### src/rtl/dns_name_decompressor_top_defines.svh
// ----------------------------------------------------------------------------
// dns_name_decompressor_top_defines
// Assertion macros for the DNS name decompressor.
// ----------------------------------------------------------------------------
`ifndef DNS_NAME_DECOMPRESSOR_TOP_DEFINES_SVH
`define DNS_NAME_DECOMPRESSOR_TOP_DEFINES_SVH

// same-cycle implication
`define DNSD_ASSERT_NOW(lbl, ante, cons, msg) \
  lbl: assert property (@(posedge clk_i) disable iff (!rst_ni) (ante) |-> (cons)) \
    else $error(msg);

// next-cycle implication
`define DNSD_ASSERT_NEXT(lbl, ante, cons, msg) \
  lbl: assert property (@(posedge clk_i) disable iff (!rst_ni) (ante) |=> (cons)) \
    else $error(msg);

`endif

### src/rtl/dnsd_pkg.sv
// ----------------------------------------------------------------------------
// dnsd_pkg
// Types and constants shared by the DNS name decompressor modules.
// ----------------------------------------------------------------------------
package dnsd_pkg;

  localparam int CHUNK_CHARS = 8;
  localparam int CHUNK_IDX_W = 3;
  localparam int MAX_RESULTS = 32;
  localparam int MAX_JUMPS   = 10;
  localparam int POS_W       = 15;

  localparam logic [7:0] PTR_MARK    = 8'hC0;
  localparam logic [7:0] PTR_HI_MASK = 8'h3F;
  localparam logic [7:0] DOT_CHAR    = 8'h2E;

  localparam logic CMD_LOAD   = 1'b0;
  localparam logic CMD_DECODE = 1'b1;

  typedef struct packed {
    logic        command;
    logic [11:0] byte_address;
    logic [7:0]  byte_value;
    logic [11:0] start_offset;
    logic [12:0] pkt_len;
  } dnsd_in_t;

  typedef struct packed {
    logic [63:0] chunk;
    logic [3:0]  chunk_len;
    logic        last_chunk;
    logic [12:0] next_offset;
    logic        name_truncated;
  } dnsd_out_t;

  typedef struct packed {
    logic init;
    logic advance;
    logic label_go;
    logic jump;
    logic put_chr;
    logic put_dot;
    logic emit_last;
  } dnsd_cmd_t;

  typedef struct packed {
    logic in_range;
    logic is_zero;
    logic is_ptr;
    logic ptr_cut;
    logic label_cut;
    logic jump_lim;
    logic rem_one;
  } dnsd_sts_t;

endpackage

### src/rtl/dnsd_ctrl.sv
// ----------------------------------------------------------------------------
// dnsd_ctrl
// Label walk sequencer: header, pointer, character, dot and finish steps.
// ----------------------------------------------------------------------------
module dnsd_ctrl (
  input  logic                clk_i,
  input  logic                rst_ni,
  input  logic                go_i,
  input  dnsd_pkg::dnsd_sts_t sts_i,
  output dnsd_pkg::dnsd_cmd_t cmd_o,
  output logic                busy_o
);

  typedef enum logic [2:0] {
    S_IDLE,
    S_HEAD,
    S_PTR,
    S_CHAR,
    S_DOT,
    S_DONE
  } state_e;

  state_e state_q, state_d;
  logic   busy_q, busy_d;

  always_comb begin
    state_d = state_q;
    busy_d  = busy_q;
    cmd_o   = '0;
    unique case (state_q)
      S_IDLE: begin
        if (go_i) begin
          cmd_o.init = 1'b1;
          state_d    = S_HEAD;
          busy_d     = 1'b1;
        end
      end
      S_HEAD: begin
        priority if (!sts_i.in_range) begin
          state_d = S_DONE;
        end else if (sts_i.is_zero) begin
          cmd_o.advance = 1'b1;
          state_d       = S_DONE;
        end else if (sts_i.is_ptr) begin
          cmd_o.advance = 1'b1;
          state_d       = sts_i.ptr_cut ? S_DONE : S_PTR;
        end else if (sts_i.label_cut) begin
          cmd_o.advance = 1'b1;
          state_d       = S_DONE;
        end else begin
          cmd_o.label_go = 1'b1;
          state_d        = S_CHAR;
        end
      end
      S_PTR: begin
        cmd_o.jump = 1'b1;
        state_d    = sts_i.jump_lim ? S_DONE : S_HEAD;
      end
      S_CHAR: begin
        cmd_o.put_chr = 1'b1;
        cmd_o.advance = 1'b1;
        if (sts_i.rem_one) begin
          state_d = S_DOT;
        end
      end
      S_DOT: begin
        cmd_o.put_dot = 1'b1;
        state_d       = S_HEAD;
      end
      S_DONE: begin
        cmd_o.emit_last = 1'b1;
        state_d         = S_IDLE;
        busy_d          = 1'b0;
      end
      default: begin
        state_d = S_IDLE;
        busy_d  = 1'b0;
      end
    endcase
  end

  always_ff @(posedge clk_i or negedge rst_ni) begin
    if (!rst_ni) begin
      state_q <= S_IDLE;
      busy_q  <= 1'b0;
    end else begin
      state_q <= state_d;
      busy_q  <= busy_d;
    end
  end

  assign busy_o = busy_q;

endmodule

### config.mk
export PLATFORM = sky130hd
export DESIGN_NAME = dnsd_ctrl
export DESIGN_NICKNAME = d
export VERILOG_FILES = /design/src/rtl/dns_name_decompressor_top_defines.svh /design/src/rtl/dnsd_pkg.sv /design/src/rtl/dnsd_ctrl.sv
export SDC_FILE = /design/constraint.sdc
export NUM_CORES = 1
export LEC_CHECK = 0
export ABC_AREA = 1
export BUFFER_PORTS_ARGS = -buffer_cell sky130_fd_sc_hd__buf_2
export CORE_AREA = 2 2 39 41
export CTS_CLUSTER_DIAMETER = 50
export CTS_CLUSTER_SIZE = 40
export DETAILED_ROUTE_END_ITERATION = 16
export DIE_AREA = 0 0 41 43
export PLACE_DENSITY = 0.54
export SLEW_MARGIN = 20
export SYNTH_ARGS = -nofsm -noshare
export SYNTH_HDL_FRONTEND = slang
export SYNTH_SLANG_ARGS = --single-unit
### constraint.sdc
create_clock -name clk_i -period 1.3 [get_ports clk_i]
set_clock_uncertainty 0.05 [all_clocks]
set_input_delay 0.065 -clock clk_i [delete_from_list [all_inputs] [get_ports clk_i]]
set_output_delay 0.065 -clock clk_i [all_outputs]
set_load 0.01 [all_outputs]
==> PnR_summary.wiki <==
{| class="wikitable"
! Metric !! Value
|-
| Detailed-placement wirelength estimate || 567 µm
|-
| Unique masters post-synth || 17
|-
| Met3 Resource Use GR || 6.28%
|-
| Layout filler cell count || 154
|-
| Die X || 41 µm
|-
| Top cells by instance count after synthesis || nand2_1 (11), inv_1 (6), nor2_1 (5)
|-
| LEAKAGE || 0.275 nW
|-
| Synthesized netlist net count || 54
|-
| Instance count after placement with tap cells included || 76
|-
| First-pass iteration count of the detailed router || 4
|-
| Final layout net count || 79
|-
| Final wirelength || 752 µm
|-
| I/O Pins || 18
|-
| Starting utilization of the core area || 22.3%
|-
| Total clock buffers created by CTS || 3
|-
| CP endpoint kind || primary output
|-
| Via count of the first global-routing pass || 318
|-
| Initial antenna violation count || 0
|-
| Slew Limit Fails || 0
|-
| Setup violators final || 1
|-
| Worst hold path class || input pin to flip-flop
|-
| Worst slack at placement || 98.1 ps
|-
| Avg Synthesized Cell Area || 7.02 µm²
|-
| Transition at the pin with the smallest max-transition slack || 198 ps
|-
| Met2 routing resource usage after global routing || 15.9%
|-
| Vias per inst || 4.40
|-
| Main area contributors after synthesis || dfrtp_1 (32%), nand2_1 (13%), inv_1 (7.3%), nor2_1 (6.1%), nor3_4 (5.3%)
|-
| Fraction of final layout cells with drive strength greater than 1 || 52.2%
|-
| Dominant cell type by area after synthesis || dfrtp_1
|-
| Maximum fanout along the worst path || 5
|-
| Post-DR wirelength/cell || 9.06 µm
|-
| Area of the mapped netlist || 309 µm²
|-
| Area Overhead vs Synth || 57.5%
|-
| Slack of the critical path || -4.14 ps
|-
| Crit. Startpoint || state_q[0]
|-
| Leading cell type by number of instances after synthesis || nand2_1
|-
| Warning count from the yosys run || 0
|-
| Proportion of synthesized chip area in sequential cells || 32.4%
|-
| Global-route wire length before repair || 1210 µm
|-
| Port buffer count || 17
|-
| Clock slew at reported path FFs || 40 ps
|-
| Number of violations of the max-capacitance limit || 0
|-
| Final Instance Count excl. Fillers || 83
|-
| Outcome || finished with violations
|-
| List of cells traversed by the critical path || buf_4, nor3_1, buf_2
|-
| TritonCTS clock tree || done
|-
| Crit start category || flip-flop
|-
| Antenna-violating nets left || 0
|-
| Post-synthesis async set-or-reset flop share || 100%
|-
| Fraction of post-synthesis cell area in the top cell type by area || 32.4%
|-
| Remaining design rule violation count || 0
|-
| Headroom to the max-slew limit || 86.7%
|-
| Placeable core area || 1380 µm²
|-
| Req. time, crit path || 1190 ps
|-
| Most used flip-flop cell after synthesis || dfrtp_1
|-
| Aggregate negative setup slack || -4.14 ps
|-
| Total via count in the routed design || 365
|-
| Number of synthesized flops with an enable pin || 0
|-
| CTS Root Buffer Type || clkbuf_4
|-
| Clk_lat worst skew || 230 ps
|-
| Number of buffers between clock root and the deepest sink || 2
|-
| CTS H-tree lvls || 1
|-
| Count of standard-cell rows || 14
|-
| Global-route track usage on met1 || 11.8%
|-
| Setup repair after global routing missed its margin || yes
|-
| Final Hold Fails || 0
|-
| Number of clock sinks || 4
|-
| Arrival time of data at the critical path endpoint || 1190 ps
|-
| Number of register bits inferred by synthesis || 4
|-
| Gr usage total || 10.5%
|-
| VDD IR-drop max || 0.755 mV
|-
| Cells after synthesis || 44
|-
| Global-route congestion overflow total || 0
|-
| Global routing's busiest layer || met2
|-
| Max Clk Rate || 767 MHz
|-
| DRC violation total after the first TritonRoute iteration || 7
|-
| Floorplan die area || 1760 µm²
|-
| Power per unit of standard cell area || 1920 nW/µm²
|-
| Final Hold Slack || 67.6 ps
|-
| Tmin final || 1300 ps
|-
| Final weighted congestion in routability-driven placement || 0.769
|-
| Total inserted antenna cells || 0
|-
| Largest net degree at the start of global routing || 9
|-
| CP peak stage delay || 460 ps
|-
| Y dimension of the die || 43 µm
|-
| WS Path Type || flip-flop to primary output
|-
| Final period util || 100%
|-
| Source of the worst register-to-register timing path || state_q[1]
|-
| Worst min-delay path startpoint || sts_i[0]
|-
| Slowest cell on the critical path || dfrtp_2
|-
| Failing checks || setup timing
|}
sequential cells by signal, indices dropped and copies added (netlist names):
| name | flops |
|---|---|
| busy_o | 1 |
| state_q | 3 |
critical path, delay by kind of cell, from the launching register on:
kind / cells / cell delay [ps]
flip-flops: 1 / 460
buffers and inverters: 2 / 320
AND/OR/NAND/NOR: 1 / 180
cells by family (layout without fill, tap and decap cells):
family,after synthesis,after routing,share of synthesized area [%]
simple gates,27,27,45.8
buf+inv,9,32,13.4
compound gates,4,4,8.50
flops,4,4,32.4
metrics by stage:
step / cell area, µm² / utilization (%) / power, W
after floorplan: 309 / - / 0.000521
after global placement: 403 / 29.1 / 0.000638
after detailed placement: 403 / 29.1 / 0.000635
after CTS: 463 / 33.5 / 0.000876
after global routing: 487 / 35.2 / 0.00102
final: 487 / 35.2 / 0.000932
metal layers:
metal,wire (µm),part of all wire [%],up-vias
li1,-,-,189
met1,329,44,165
met2,369,49,11
met3,54,7.2,0
met4,0,0,0
met5,0,0,-
placed cells by master (no fill, tap or decap), drive strengths merged:
cell type / count
a21oi: 2
dfrtp: 4
nand4: 1
nor4: 1
nor3: 3
buf: 20
o211ai: 1
a31o: 1
clkbuf: 3
inv: 8
nor2: 6
nand3: 4
nand2: 12
dlygate4sd3: 1
area by class of cell:
class | instances | area, µm² | area share [%]
multi-input cells | 31 | 180 | 37.0
flip-flops and latches | 4 | 104 | 21.3
repair buffers | 21 | 128 | 26.2
clock buffers | 3 | 22.5 | 4.63
inverters | 8 | 32.5 | 6.68
well taps | 16 | 20.0 | 4.11
power breakdown:
part | internal, W | switching (W)
Clock | 0.000103 | 0.0000477
Sequential | 0.000182 | 0.0000947
Combinational | 0.000255 | 0.000250
path summary, 6_finish.rpt:
kind / endpoint / slack (ps) / cells after the start
min: state_q[1] / 70 / 4
max in group asynchronous: state_q[0] / 950 / 2
min reg2reg: busy_o / 460 / 2
min in group asynchronous: state_q[2] / 120 / 2
max: cmd_o[1] / -4 / 3
max reg2reg: state_q[0] / 160 / 7
what timing repair did:
item	4_1_cts	5_1_grt
endpoints found under the setup margin	3	6
setup buffers	2	1
pin swaps	2	3
endpoints found under the hold margin	4	0
resized for setup	5	4
hold buffers	1	0
Note: power is estimated with default switching activity, not from simulation.
