$ cat src/rtl/dns_name_decompressor_top_defines.svh
// ----------------------------------------------------------------------------
// dns_name_decompressor_top_defines
// Assertion macros for the DNS name decompressor.
// ----------------------------------------------------------------------------
`ifndef DNS_NAME_DECOMPRESSOR_TOP_DEFINES_SVH
`define DNS_NAME_DECOMPRESSOR_TOP_DEFINES_SVH

// same-cycle implication
`define DNSD_ASSERT_NOW(lbl, ante, cons, msg) \
  lbl: assert property (@(posedge clk_i) disable iff (!rst_ni) (ante) |-> (cons)) \
    else $error(msg);

// next-cycle implication
`define DNSD_ASSERT_NEXT(lbl, ante, cons, msg) \
  lbl: assert property (@(posedge clk_i) disable iff (!rst_ni) (ante) |=> (cons)) \
    else $error(msg);

`endif

$ cat src/rtl/dnsd_pkg.sv
// ----------------------------------------------------------------------------
// dnsd_pkg
// Types and constants shared by the DNS name decompressor modules.
// ----------------------------------------------------------------------------
package dnsd_pkg;

  localparam int CHUNK_CHARS = 8;
  localparam int CHUNK_IDX_W = 3;
  localparam int MAX_RESULTS = 32;
  localparam int MAX_JUMPS   = 10;
  localparam int POS_W       = 15;

  localparam logic [7:0] PTR_MARK    = 8'hC0;
  localparam logic [7:0] PTR_HI_MASK = 8'h3F;
  localparam logic [7:0] DOT_CHAR    = 8'h2E;

  localparam logic CMD_LOAD   = 1'b0;
  localparam logic CMD_DECODE = 1'b1;

  typedef struct packed {
    logic        command;
    logic [11:0] byte_address;
    logic [7:0]  byte_value;
    logic [11:0] start_offset;
    logic [12:0] pkt_len;
  } dnsd_in_t;

  typedef struct packed {
    logic [63:0] chunk;
    logic [3:0]  chunk_len;
    logic        last_chunk;
    logic [12:0] next_offset;
    logic        name_truncated;
  } dnsd_out_t;

  typedef struct packed {
    logic init;
    logic advance;
    logic label_go;
    logic jump;
    logic put_chr;
    logic put_dot;
    logic emit_last;
  } dnsd_cmd_t;

  typedef struct packed {
    logic in_range;
    logic is_zero;
    logic is_ptr;
    logic ptr_cut;
    logic label_cut;
    logic jump_lim;
    logic rem_one;
  } dnsd_sts_t;

endpackage

$ cat src/rtl/dnsd_dp.sv
// ----------------------------------------------------------------------------
// dnsd_dp
// Walk datapath: position, pointer bookkeeping, chunk assembly and result
// register.
// ----------------------------------------------------------------------------
module dnsd_dp #(
  parameter int PKT_BYTES      = 4096,
  parameter int MAX_NAME_CHARS = 255,
  parameter int ADDR_W         = 12
) (
  input  logic                clk_i,
  input  logic                rst_ni,
  input  dnsd_pkg::dnsd_cmd_t cmd_i,
  output dnsd_pkg::dnsd_sts_t sts_o,
  input  logic [11:0]         start_offset_i,
  input  logic [12:0]         pkt_len_i,
  input  logic [7:0]          rd_data_i,
  output logic [ADDR_W-1:0]   rd_addr_o,
  output dnsd_pkg::dnsd_out_t res_o,
  output logic                res_valid_o
);

  localparam int PosW    = dnsd_pkg::POS_W;
  localparam int NameBuf = dnsd_pkg::MAX_RESULTS * dnsd_pkg::CHUNK_CHARS;
  localparam int NameCap = (MAX_NAME_CHARS < NameBuf) ? MAX_NAME_CHARS : NameBuf;
  localparam int CntW    = $clog2(NameCap + 1);

  logic [PosW-1:0] pos_q, pos_d, limit_q, limit_d, first_q, first_d;
  logic            jumped_q, jumped_d;
  logic [3:0]      jumps_q, jumps_d;
  logic [7:0]      rem_q, rem_d, hdr_q, hdr_d;
  logic [dnsd_pkg::CHUNK_CHARS-1:0][7:0] buf_q, buf_d;
  logic [3:0]      cnt_q, cnt_d;
  logic [CntW-1:0] name_q, name_d;
  logic            trunc_q, trunc_d;
  logic            valid_q, valid_d;
  dnsd_pkg::dnsd_out_t out_q, out_d;

  logic [PosW-1:0] pos_inc, label_end, tot_len, lim_sat, end_pos;
  logic [7:0]      hi_bits, ch;
  logic            put, keep, full;

  assign pos_inc   = pos_q + PosW'(1);
  assign label_end = pos_inc + PosW'(rd_data_i);
  assign tot_len   = PosW'(pkt_len_i);
  assign lim_sat   = (tot_len > PosW'(PKT_BYTES)) ? PosW'(PKT_BYTES) : tot_len;
  assign hi_bits   = hdr_q & dnsd_pkg::PTR_HI_MASK;
  assign end_pos   = jumped_q ? first_q : pos_q;

  always_comb begin
    sts_o.in_range  = pos_q < limit_q;
    sts_o.is_zero   = rd_data_i == 8'h00;
    sts_o.is_ptr    = (rd_data_i & dnsd_pkg::PTR_MARK) == dnsd_pkg::PTR_MARK;
    sts_o.ptr_cut   = pos_inc >= limit_q;
    sts_o.label_cut = label_end > limit_q;
    sts_o.jump_lim  = jumps_q >= 4'(dnsd_pkg::MAX_JUMPS);
    sts_o.rem_one   = rem_q == 8'd1;
  end

  always_comb begin
    pos_d    = pos_q;
    limit_d  = limit_q;
    first_d  = first_q;
    jumped_d = jumped_q;
    jumps_d  = jumps_q;
    rem_d    = rem_q;
    hdr_d    = hdr_q;
    if (cmd_i.init) begin
      pos_d    = PosW'(start_offset_i);
      limit_d  = lim_sat;
      jumped_d = 1'b0;
      jumps_d  = '0;
    end
    if (cmd_i.advance || cmd_i.label_go) begin
      pos_d = pos_inc;
      hdr_d = rd_data_i;
    end
    if (cmd_i.label_go) begin
      rem_d = rd_data_i;
    end
    if (cmd_i.put_chr) begin
      rem_d = rem_q - 8'd1;
    end
    if (cmd_i.jump) begin
      pos_d   = PosW'({hi_bits[5:0], rd_data_i});
      jumps_d = jumps_q + 4'd1;
      if (!jumped_q) begin
        jumped_d = 1'b1;
        first_d  = pos_inc;
      end
    end
  end

  assign rd_addr_o = pos_d[ADDR_W-1:0];

  assign put  = cmd_i.put_chr | cmd_i.put_dot;
  assign ch   = cmd_i.put_dot ? dnsd_pkg::DOT_CHAR : rd_data_i;
  assign keep = name_q < CntW'(NameCap);
  assign full = cnt_q == 4'(dnsd_pkg::CHUNK_CHARS);

  always_comb begin
    buf_d   = buf_q;
    cnt_d   = cnt_q;
    name_d  = name_q;
    trunc_d = trunc_q;
    valid_d = 1'b0;
    out_d   = out_q;
    if (cmd_i.init) begin
      buf_d   = '0;
      cnt_d   = '0;
      name_d  = '0;
      trunc_d = 1'b0;
    end else if (put) begin
      if (keep) begin
        name_d = name_q + CntW'(1);
        if (full) begin
          valid_d              = 1'b1;
          out_d.chunk          = buf_q;
          out_d.chunk_len      = cnt_q;
          out_d.last_chunk     = 1'b0;
          out_d.next_offset    = '0;
          out_d.name_truncated = 1'b0;
          buf_d                = '0;
          buf_d[0]             = ch;
          cnt_d                = 4'd1;
        end else begin
          buf_d[cnt_q[dnsd_pkg::CHUNK_IDX_W-1:0]] = ch;
          cnt_d = cnt_q + 4'd1;
        end
      end else begin
        trunc_d = 1'b1;
      end
    end
    if (cmd_i.emit_last) begin
      valid_d              = 1'b1;
      out_d.chunk          = buf_q;
      out_d.chunk_len      = cnt_q;
      out_d.last_chunk     = 1'b1;
      out_d.next_offset    = end_pos[12:0];
      out_d.name_truncated = trunc_q;
    end
  end

  always_ff @(posedge clk_i or negedge rst_ni) begin
    if (!rst_ni) begin
      pos_q    <= '0;
      limit_q  <= '0;
      jumped_q <= 1'b0;
      jumps_q  <= '0;
      rem_q    <= '0;
      cnt_q    <= '0;
      name_q   <= '0;
      trunc_q  <= 1'b0;
      valid_q  <= 1'b0;
    end else begin
      pos_q    <= pos_d;
      limit_q  <= limit_d;
      jumped_q <= jumped_d;
      jumps_q  <= jumps_d;
      rem_q    <= rem_d;
      cnt_q    <= cnt_d;
      name_q   <= name_d;
      trunc_q  <= trunc_d;
      valid_q  <= valid_d;
    end
  end

  always_ff @(posedge clk_i) begin
    first_q <= first_d;
    hdr_q   <= hdr_d;
    buf_q   <= buf_d;
    out_q   <= out_d;
  end

  assign res_o       = out_q;
  assign res_valid_o = valid_q;

endmodule

$ cat config.mk
export PLATFORM = sky130hd
export DESIGN_NAME = dnsd_dp
export DESIGN_NICKNAME = d
export VERILOG_FILES = /design/src/rtl/dns_name_decompressor_top_defines.svh /design/src/rtl/dnsd_pkg.sv /design/src/rtl/dnsd_dp.sv
export SDC_FILE = /design/constraint.sdc
export NUM_CORES = 1
export LEC_CHECK = 0
export ABC_AREA = 1
export BUFFER_PORTS_ARGS = -buffer_cell sky130_fd_sc_hd__buf_4
export CORE_UTILIZATION = 35
export CTS_CLUSTER_SIZE = 16
export DETAILED_ROUTE_END_ITERATION = 16
export GPL_TIMING_DRIVEN = 0
export PLACE_DENSITY = 0.6
export SYNTH_ARGS = -nofsm -noshare
export SYNTH_HDL_FRONTEND = slang
export SYNTH_SLANG_ARGS = --single-unit
$ cat constraint.sdc
create_clock -name clk_i -period 10.9 [get_ports clk_i]
set_input_delay 2.18 -clock clk_i [delete_from_list [all_inputs] [get_ports clk_i]]
set_output_delay 2.18 -clock clk_i [all_outputs]
set_load 0.005 [all_outputs]
==> flow_metrics.env, run 1 <==
export IMPL_outcome="completed"
export IMPL_drt_pass1_iter_count=5
export IMPL_async_flop_share_pct=24.9
export IMPL_dpl_hpwl_um=21600
export IMPL_crit_path_frequent_cell="nand2_1"
export IMPL_chipWidth_um=178
export IMPL_worst_slew_pin_slew_ns=1.01
export IMPL_p_sw_share_pct=27.7
export IMPL_cts_inserted_buffers=24
export IMPL_p_per_area_mw_per_mm2=166
export IMPL_cp_cell_sequence="buf_4, ha_1, fa_1, nand3_1, nand2_1, nand2_1, nand2_1, nand2_1, nor2_2, nand2_1, xor2_1, inv_1, ha_1, nand2_1, nor3_1, nand3_1, nand2_1, nand4_1, buf_4"
export IMPL_die_y_um=178
export IMPL_slew_violations=0
export IMPL_drc=0
export IMPL_numPortBuffers=140
export IMPL_p_sw_uw=608
export IMPL_synth_top_area_cell="edfxtp_1"
export IMPL_postRouteAntennaNets=0
export IMPL_grt_pass1_vias=8117
export IMPL_finalHoldViolCount=0
export IMPL_overflow=0
export IMPL_final_util_pct=43.3
export IMPL_yosysMostFrequentCell="nand2_1"
export IMPL_vdd_drop_max_v=0.000115
export IMPL_grt_pass1_wl_um=44100
export IMPL_fin_crit_sh_pct=63.9
export IMPL_route_met3_wl_um=1730
export IMPL_ys_top_cells_by_count="nand2_1 (248), inv_1 (155), nor2_1 (120), a21oi_1 (103), edfxtp_1 (101)"
export IMPL_clock_skew_ns=0.0130
export IMPL_vias=8664
export IMPL_synthCells=1205
export IMPL_cts_resized_gates=0
export IMPL_post_cts_setup_buffer_count=0
export IMPL_p_leak_nw=5.53
export IMPL_period_needed_ns=6.96
export IMPL_cts_hold_buf=0
export IMPL_critical_path_required_ns=8.72
export IMPL_p_clk_share_pct=37.6
export IMPL_nFillCells=3028
export IMPL_cp_slowest_stage_delay_ns=0.41
export IMPL_h_tree_depth=1
export IMPL_rr_worst_depth=10
export IMPL_gp_congestion=0.893
export IMPL_cts_reportedPaths_clkPinSlew_ns=0.06
export IMPL_cts_max_path_buffers=3
export IMPL_route_detailed_wl_per_inst_um=15.8
export IMPL_finalSetupViolCount=0
export IMPL_fin_setup_tns_ns=0
export IMPL_grt_start_max_net_pins=70
export IMPL_cts_tree="built"
export IMPL_io_pins=145
export IMPL_syn_area_mm2=0.0108
export IMPL_grt_antenna_before_repair=1
export IMPL_worstReg2RegStart="cnt_q[0]"
export IMPL_viasPerCell=4.85
export IMPL_worstSetupPathType="in2out"
export IMPL_track_usage_pct=18.1
export IMPL_rsz0062_at_grt="false"
export IMPL_whs_endpoint="buf_q[54]"
export IMPL_dr_first_iter_drc_count=552
export IMPL_nNetsFinal=1473
export IMPL_drv_cap=0
export IMPL_core_mm2=0.0305
export IMPL_wl_um=28300
export IMPL_wl_met1_um=13500
export IMPL_crit_family="simple AND/OR/NAND/NOR gates"
export IMPL_dr_max_layer_used="met4"
export IMPL_initial_core_util_pct=35.5
export IMPL_yosysTopAreaCellShare_pct=28.0
export IMPL_crit_arrival_ns=4.78
export IMPL_syn_avg_cell_area_um2=8.98
export IMPL_clkSinkCount=221
export IMPL_crit_fanout=4
export IMPL_p_int_mw=1.59
export IMPL_hp_start="buf_q[54]"
export IMPL_ys_seq_area_share_pct=52.8
export IMPL_hold_path_cell_count=2
export IMPL_synth_warnings=0
export IMPL_layout_drive_gt1_share_pct=18.2
export IMPL_ff2ff_setup_slack_ns=8.32
export IMPL_cp_buffers_inverters=3
export IMPL_max_slew_margin_pct=32.6
export IMPL_crit_path_start_kind="input port"
export IMPL_cts_root_buf="clkbuf_16"
export IMPL_seq_power_share_pct=43.8
export IMPL_crit_slowest_cell="fa_1"
export IMPL_fmax_mhz=144
export IMPL_ys_seq_elements=221
export IMPL_rows=64
export IMPL_combinationalPowerShare_pct=18.6
export IMPL_synth_cell_types=50
export IMPL_met2_length_um=12300
export IMPL_fp_dieArea_mm2=0.0316
export IMPL_placed_area_mm2=0.0124
export IMPL_holdWs_ns=0.463
export IMPL_fin_area_mm2=0.0132
export IMPL_cp_end_kind="primary output"
export IMPL_synth_area_leaders="edfxtp_1 (28%), dfrtp_1 (13%), dfxtp_1 (12%)"
export IMPL_area_growth_pct=22.1
export IMPL_synth_edf_count=101
export IMPL_syn_nets=1306
export IMPL_worstHoldPathType="reg2reg"
export IMPL_synth_ff_type="edfxtp_1"
export IMPL_r2r_end="res_o[49]"
export IMPL_clock_latency_ns=0.51
[logic make-up after synthesis]
| group | synth area share (%) |
|---|---|
| compound gates | 11.8 |
| simple gates | 18.6 |
| fa+ha+maj | 6.89 |
| mux | 0.0925 |
| buf+inv | 8.29 |
| flops | 52.8 |
| xor+xnor | 1.54 |
[cells in the final DEF (no fill, tap or decap), types with 4 or more instances in the layout]
cell type    n
inv_2        8
nor2_2      10
nand3_1     35
dfrtp_1     55
ha_1        58
nor3_1       6
dfxtp_1     65
o21ai_2      8
edfxtp_1   101
nand4_1     18
xor2_1      14
o211ai_1     6
o221ai_1    15
inv_1      155
clkbuf_16   25
nand2_1    248
a21oi_1    103
a211oi_1     4
nor3_2       9
nor2_1     120
a31oi_1      6
buf_2        7
nand2_2      6
buf_4      155
clkinv_1     6
clkbuf_1    26
xnor2_1      5
o21ai_0     67
[area by class of cell]
class                           instances  area [µm²]  area share [%]
Sequential cell                       221        5710            43.2
Multi-Input combinational cell        769        4220            31.9
Timing Repair Buffer                  141        1080            8.16
Clock buffer                           31         658            4.98
Inverter                              168         636            4.81
Tap cell                              396         495            3.75
Buffer                                 47         264            2.00
Clock inverter                         13         156            1.18
Antenna cell                            1        2.50          0.0189
[power groups by stage]
stage / Clock (mW) / Combinational, mW / Sequential [mW]
6_report: 0.827 / 0.408 / 0.964
2_1_floorplan: 0 / 0.262 / 0.973
4_1_cts: 0.846 / 0.409 / 0.964
3_3_place_gp: 0 / 0.398 / 0.980
5_1_grt: 0.886 / 0.464 / 0.970
3_5_place_dp: 0 / 0.408 / 0.981
[per-stage QoR]
stage / instances / power (mW) / setup WS, ns
after global placement: 1741 / 1.38 / 3.91
after floorplan: 1205 / 1.23 / 4.52
after global routing: 1786 / 2.32 / 3.70
after detailed placement: 1742 / 1.39 / 3.91
final: 1787 / 2.20 / 3.94
after CTS: 1786 / 2.22 / 3.91
[flip-flops by register name (all words and copies together), names as in the netlist]
signal       count
buf_q           64
jumped_q         1
rem_q            8
cnt_q            4
trunc_q          1
name_q           8
res_valid_o      1
res_o           83
first_q         13
pos_q           15
jumps_q          4
hdr_q            6
limit_q         13
[worst reg2reg max path: stages (launching register included)]
cell and delay [ns]:
dfrtp_1 0.39, buf_4 0.17, clkinv_1 0.16, ha_1 0.23, nand3_4 0.14, nor2_2 0.22
nor2_4 0.09, buf_6 0.18, buf_6 0.14, inv_4 0.18, buf_16 0.31
[worst max path at each step]
stage | startpoint | slack (ns) | depth (start not counted) | end
global placement | rd_data_i[0] | 3.91 | 19 | sts_o[2]
finish | rd_data_i[0] | 3.94 | 19 | sts_o[2]
global route | rd_data_i[0] | 3.70 | 19 | sts_o[2]
detailed placement | rd_data_i[0] | 3.91 | 19 | sts_o[2]
floorplan | rd_data_i[0] | 4.52 | 17 | sts_o[2]
CTS | rd_data_i[0] | 3.91 | 19 | sts_o[2]
[metal layers]
layer  up-vias  GRT usage [%]
li1       4326              -
met1      4059           26.0
met2       236           27.5
met3        43           3.41
met4         0           4.99
met5         -              0
(Power assumes the default switching activity.)
==> run 2: changes to the inputs <==
- PLACE_DENSITY: 0.6 -> 0.62
- clock period: 10.9 -> 6 ns (I/O delays scaled with it)
==> flow_metrics.env, run 2 (synthesis gave the netlist of run 1 again) <==
export IMPL_fmax_mhz=183
export IMPL_viasPerCell=4.80
export IMPL_rsz0062_at_grt="false"
export IMPL_cp_end_kind="primary output"
export IMPL_clock_skew_ns=0.00980
export IMPL_h_tree_depth=1
export IMPL_fp_dieArea_mm2=0.0316
export IMPL_cts_inserted_buffers=24
export IMPL_slew_violations=0
export IMPL_io_pins=145
export IMPL_clkSinkCount=221
export IMPL_p_leak_nw=5.56
export IMPL_crit_fanout=7
export IMPL_numPortBuffers=140
export IMPL_die_y_um=178
export IMPL_gp_congestion=0.901
export IMPL_r2r_end="res_o[0]"
export IMPL_power_mw=4.11
export IMPL_nNetsFinal=1473
export IMPL_whs_endpoint="buf_q[0]"
export IMPL_worst_slew_pin_slew_ns=0.980
export IMPL_drc=0
export IMPL_cts_hold_buf=0
export IMPL_cts_tree="built"
export IMPL_grt_pass1_wl_um=44000
export IMPL_outcome="completed"
export IMPL_cts_max_path_buffers=3
export IMPL_critical_path_required_ns=4.80
export IMPL_worstReg2RegStart="cnt_q[0]"
export IMPL_fin_crit_sh_pct=91.2
export IMPL_post_cts_setup_buffer_count=0
export IMPL_overflow=0
export IMPL_finalSetupViolCount=0
export IMPL_wl_um=28000
export IMPL_track_usage_pct=18.0
export IMPL_grt_antenna_before_repair=1
export IMPL_route_detailed_wl_per_inst_um=15.7
export IMPL_vias=8579
export IMPL_final_common_cell="nand2_1"
export IMPL_chipWidth_um=178
export IMPL_dr_first_iter_drc_count=496
export IMPL_area_growth_pct=22.7
export IMPL_final_util_pct=43.5
export IMPL_largest_reg_flops=83
export IMPL_holdWs_ns=0.461
export IMPL_p_per_area_mw_per_mm2=309
export IMPL_ff2ff_setup_slack_ns=3.37
export IMPL_crit_arrival_ns=4.27
export IMPL_vdd_drop_max_v=0.000218
export IMPL_max_slew_margin_pct=34.4
export IMPL_drt_pass1_iter_count=5
export IMPL_drv_cap=0
export IMPL_placed_area_mm2=0.0124
export IMPL_fin_area_mm2=0.0133
export IMPL_postRouteAntennaNets=0
export IMPL_dpl_hpwl_um=21300
export IMPL_core_mm2=0.0305
export IMPL_fin_setup_tns_ns=0
export IMPL_critPathLaunch="pos_q[0]"
export IMPL_cts_reportedPaths_clkPinSlew_ns=0.07
export IMPL_layout_drive_gt1_share_pct=18.3
export IMPL_cts_resized_gates=0
export IMPL_hp_start="buf_q[0]"
export IMPL_rows=64
export IMPL_clock_latency_ns=0.52
export IMPL_initial_core_util_pct=35.5
export IMPL_final_cell_mix="nand2_1 (248), inv_1 (155), buf_4 (155), nor2_1 (120), a21oi_1 (103)"
export IMPL_crit_path_start_kind="flip-flop"
export IMPL_grt_start_max_net_pins=69
export IMPL_rr_worst_depth=10
export IMPL_cts_root_buf="clkbuf_16"
export IMPL_grt_pass1_vias=8132
export IMPL_period_needed_ns=5.47
export IMPL_worstHoldPathType="reg2reg"
export IMPL_finalHoldViolCount=0
export IMPL_worstSetupPathType="reg2out"
export IMPL_hold_path_cell_count=2
-- run 2: cell count changes in the layout (fill, tap and decap cells not counted) --
| cell | delta |
|---|---|
| clkbuf_16 | +1 |
| clkbuf_1 | -1 |
| inv_6 | -1 |
| clkbuf_8 | -1 |
| bufinv_16 | +2 |
| clkinv_4 | -3 |
| clkinv_2 | +1 |
| clkinv_8 | +1 |
| clkinv_1 | -1 |
| inv_4 | +1 |
| clkbuf_4 | +1 |
-- run 2: metrics by stage --
| stage | cells | setup slack, ns |
|---|---|---|
| global placement | 1741 | 0.999 |
| detailed placement | 1742 | 0.996 |
| floorplan | 1205 | 1.58 |
| global route | 1786 | 0.100 |
| finish | 1787 | 0.528 |
| CTS | 1786 | 0.535 |
-- run 2: per-layer routing --
| metal | track usage [%] | wire length [µm] | up-vias |
|---|---|---|---|
| met4 | 5.70 | 821 | 0 |
| met5 | 0 | 0 | - |
| li1 | - | - | 4335 |
| met1 | 26.4 | 13500 | 3951 |
| met3 | 2.40 | 1670 | 51 |
| met2 | 27.3 | 12000 | 242 |
-- run 2: worst max-delay path, cell delays in order, from the launching register on --
cell	delay, ns
dfrtp_1	0.49
inv_1	0.22
nor2_1	0.27
nand2_1	0.13
xor2_1	0.47
ha_1	0.37
nand2_1	0.10
inv_1	0.04
a21oi_1	0.13
nand2_1	0.10
nand2_1	0.08
nor2_2	0.06
nand2_1	0.07
xor2_1	0.15
inv_1	0.06
ha_1	0.29
nand2_1	0.09
nor3_1	0.18
nand3_1	0.12
nand2_1	0.10
nand4_1	0.10
buf_4	0.15
-- run 2: worst max path at each step --
stage / end / cells after the start
finish: sts_o[2] / 21
global route: sts_o[2] / 21
CTS: sts_o[2] / 22
detailed placement: sts_o[2] / 19
global placement: sts_o[2] / 19
floorplan: sts_o[2] / 17
-- run 2: cell type report --
cell class	instances	area [µm²]
fillers	2987	17200
flip-flops and latches	221	5710
multi-input cells	769	4220
repair buffers	141	1080
clock buffers	31	673
inverters	168	636
well taps	396	495
plain buffers	47	264
clock inverters	13	205
diodes	1	2.50
-- run 2: power breakdown --
part	total [mW]	leakage, nW	switching (mW)	internal, mW
clock	1.62	0.423	0.606	1.01
combinational	0.741	2.89	0.449	0.292
sequential	1.75	2.25	0.0609	1.69
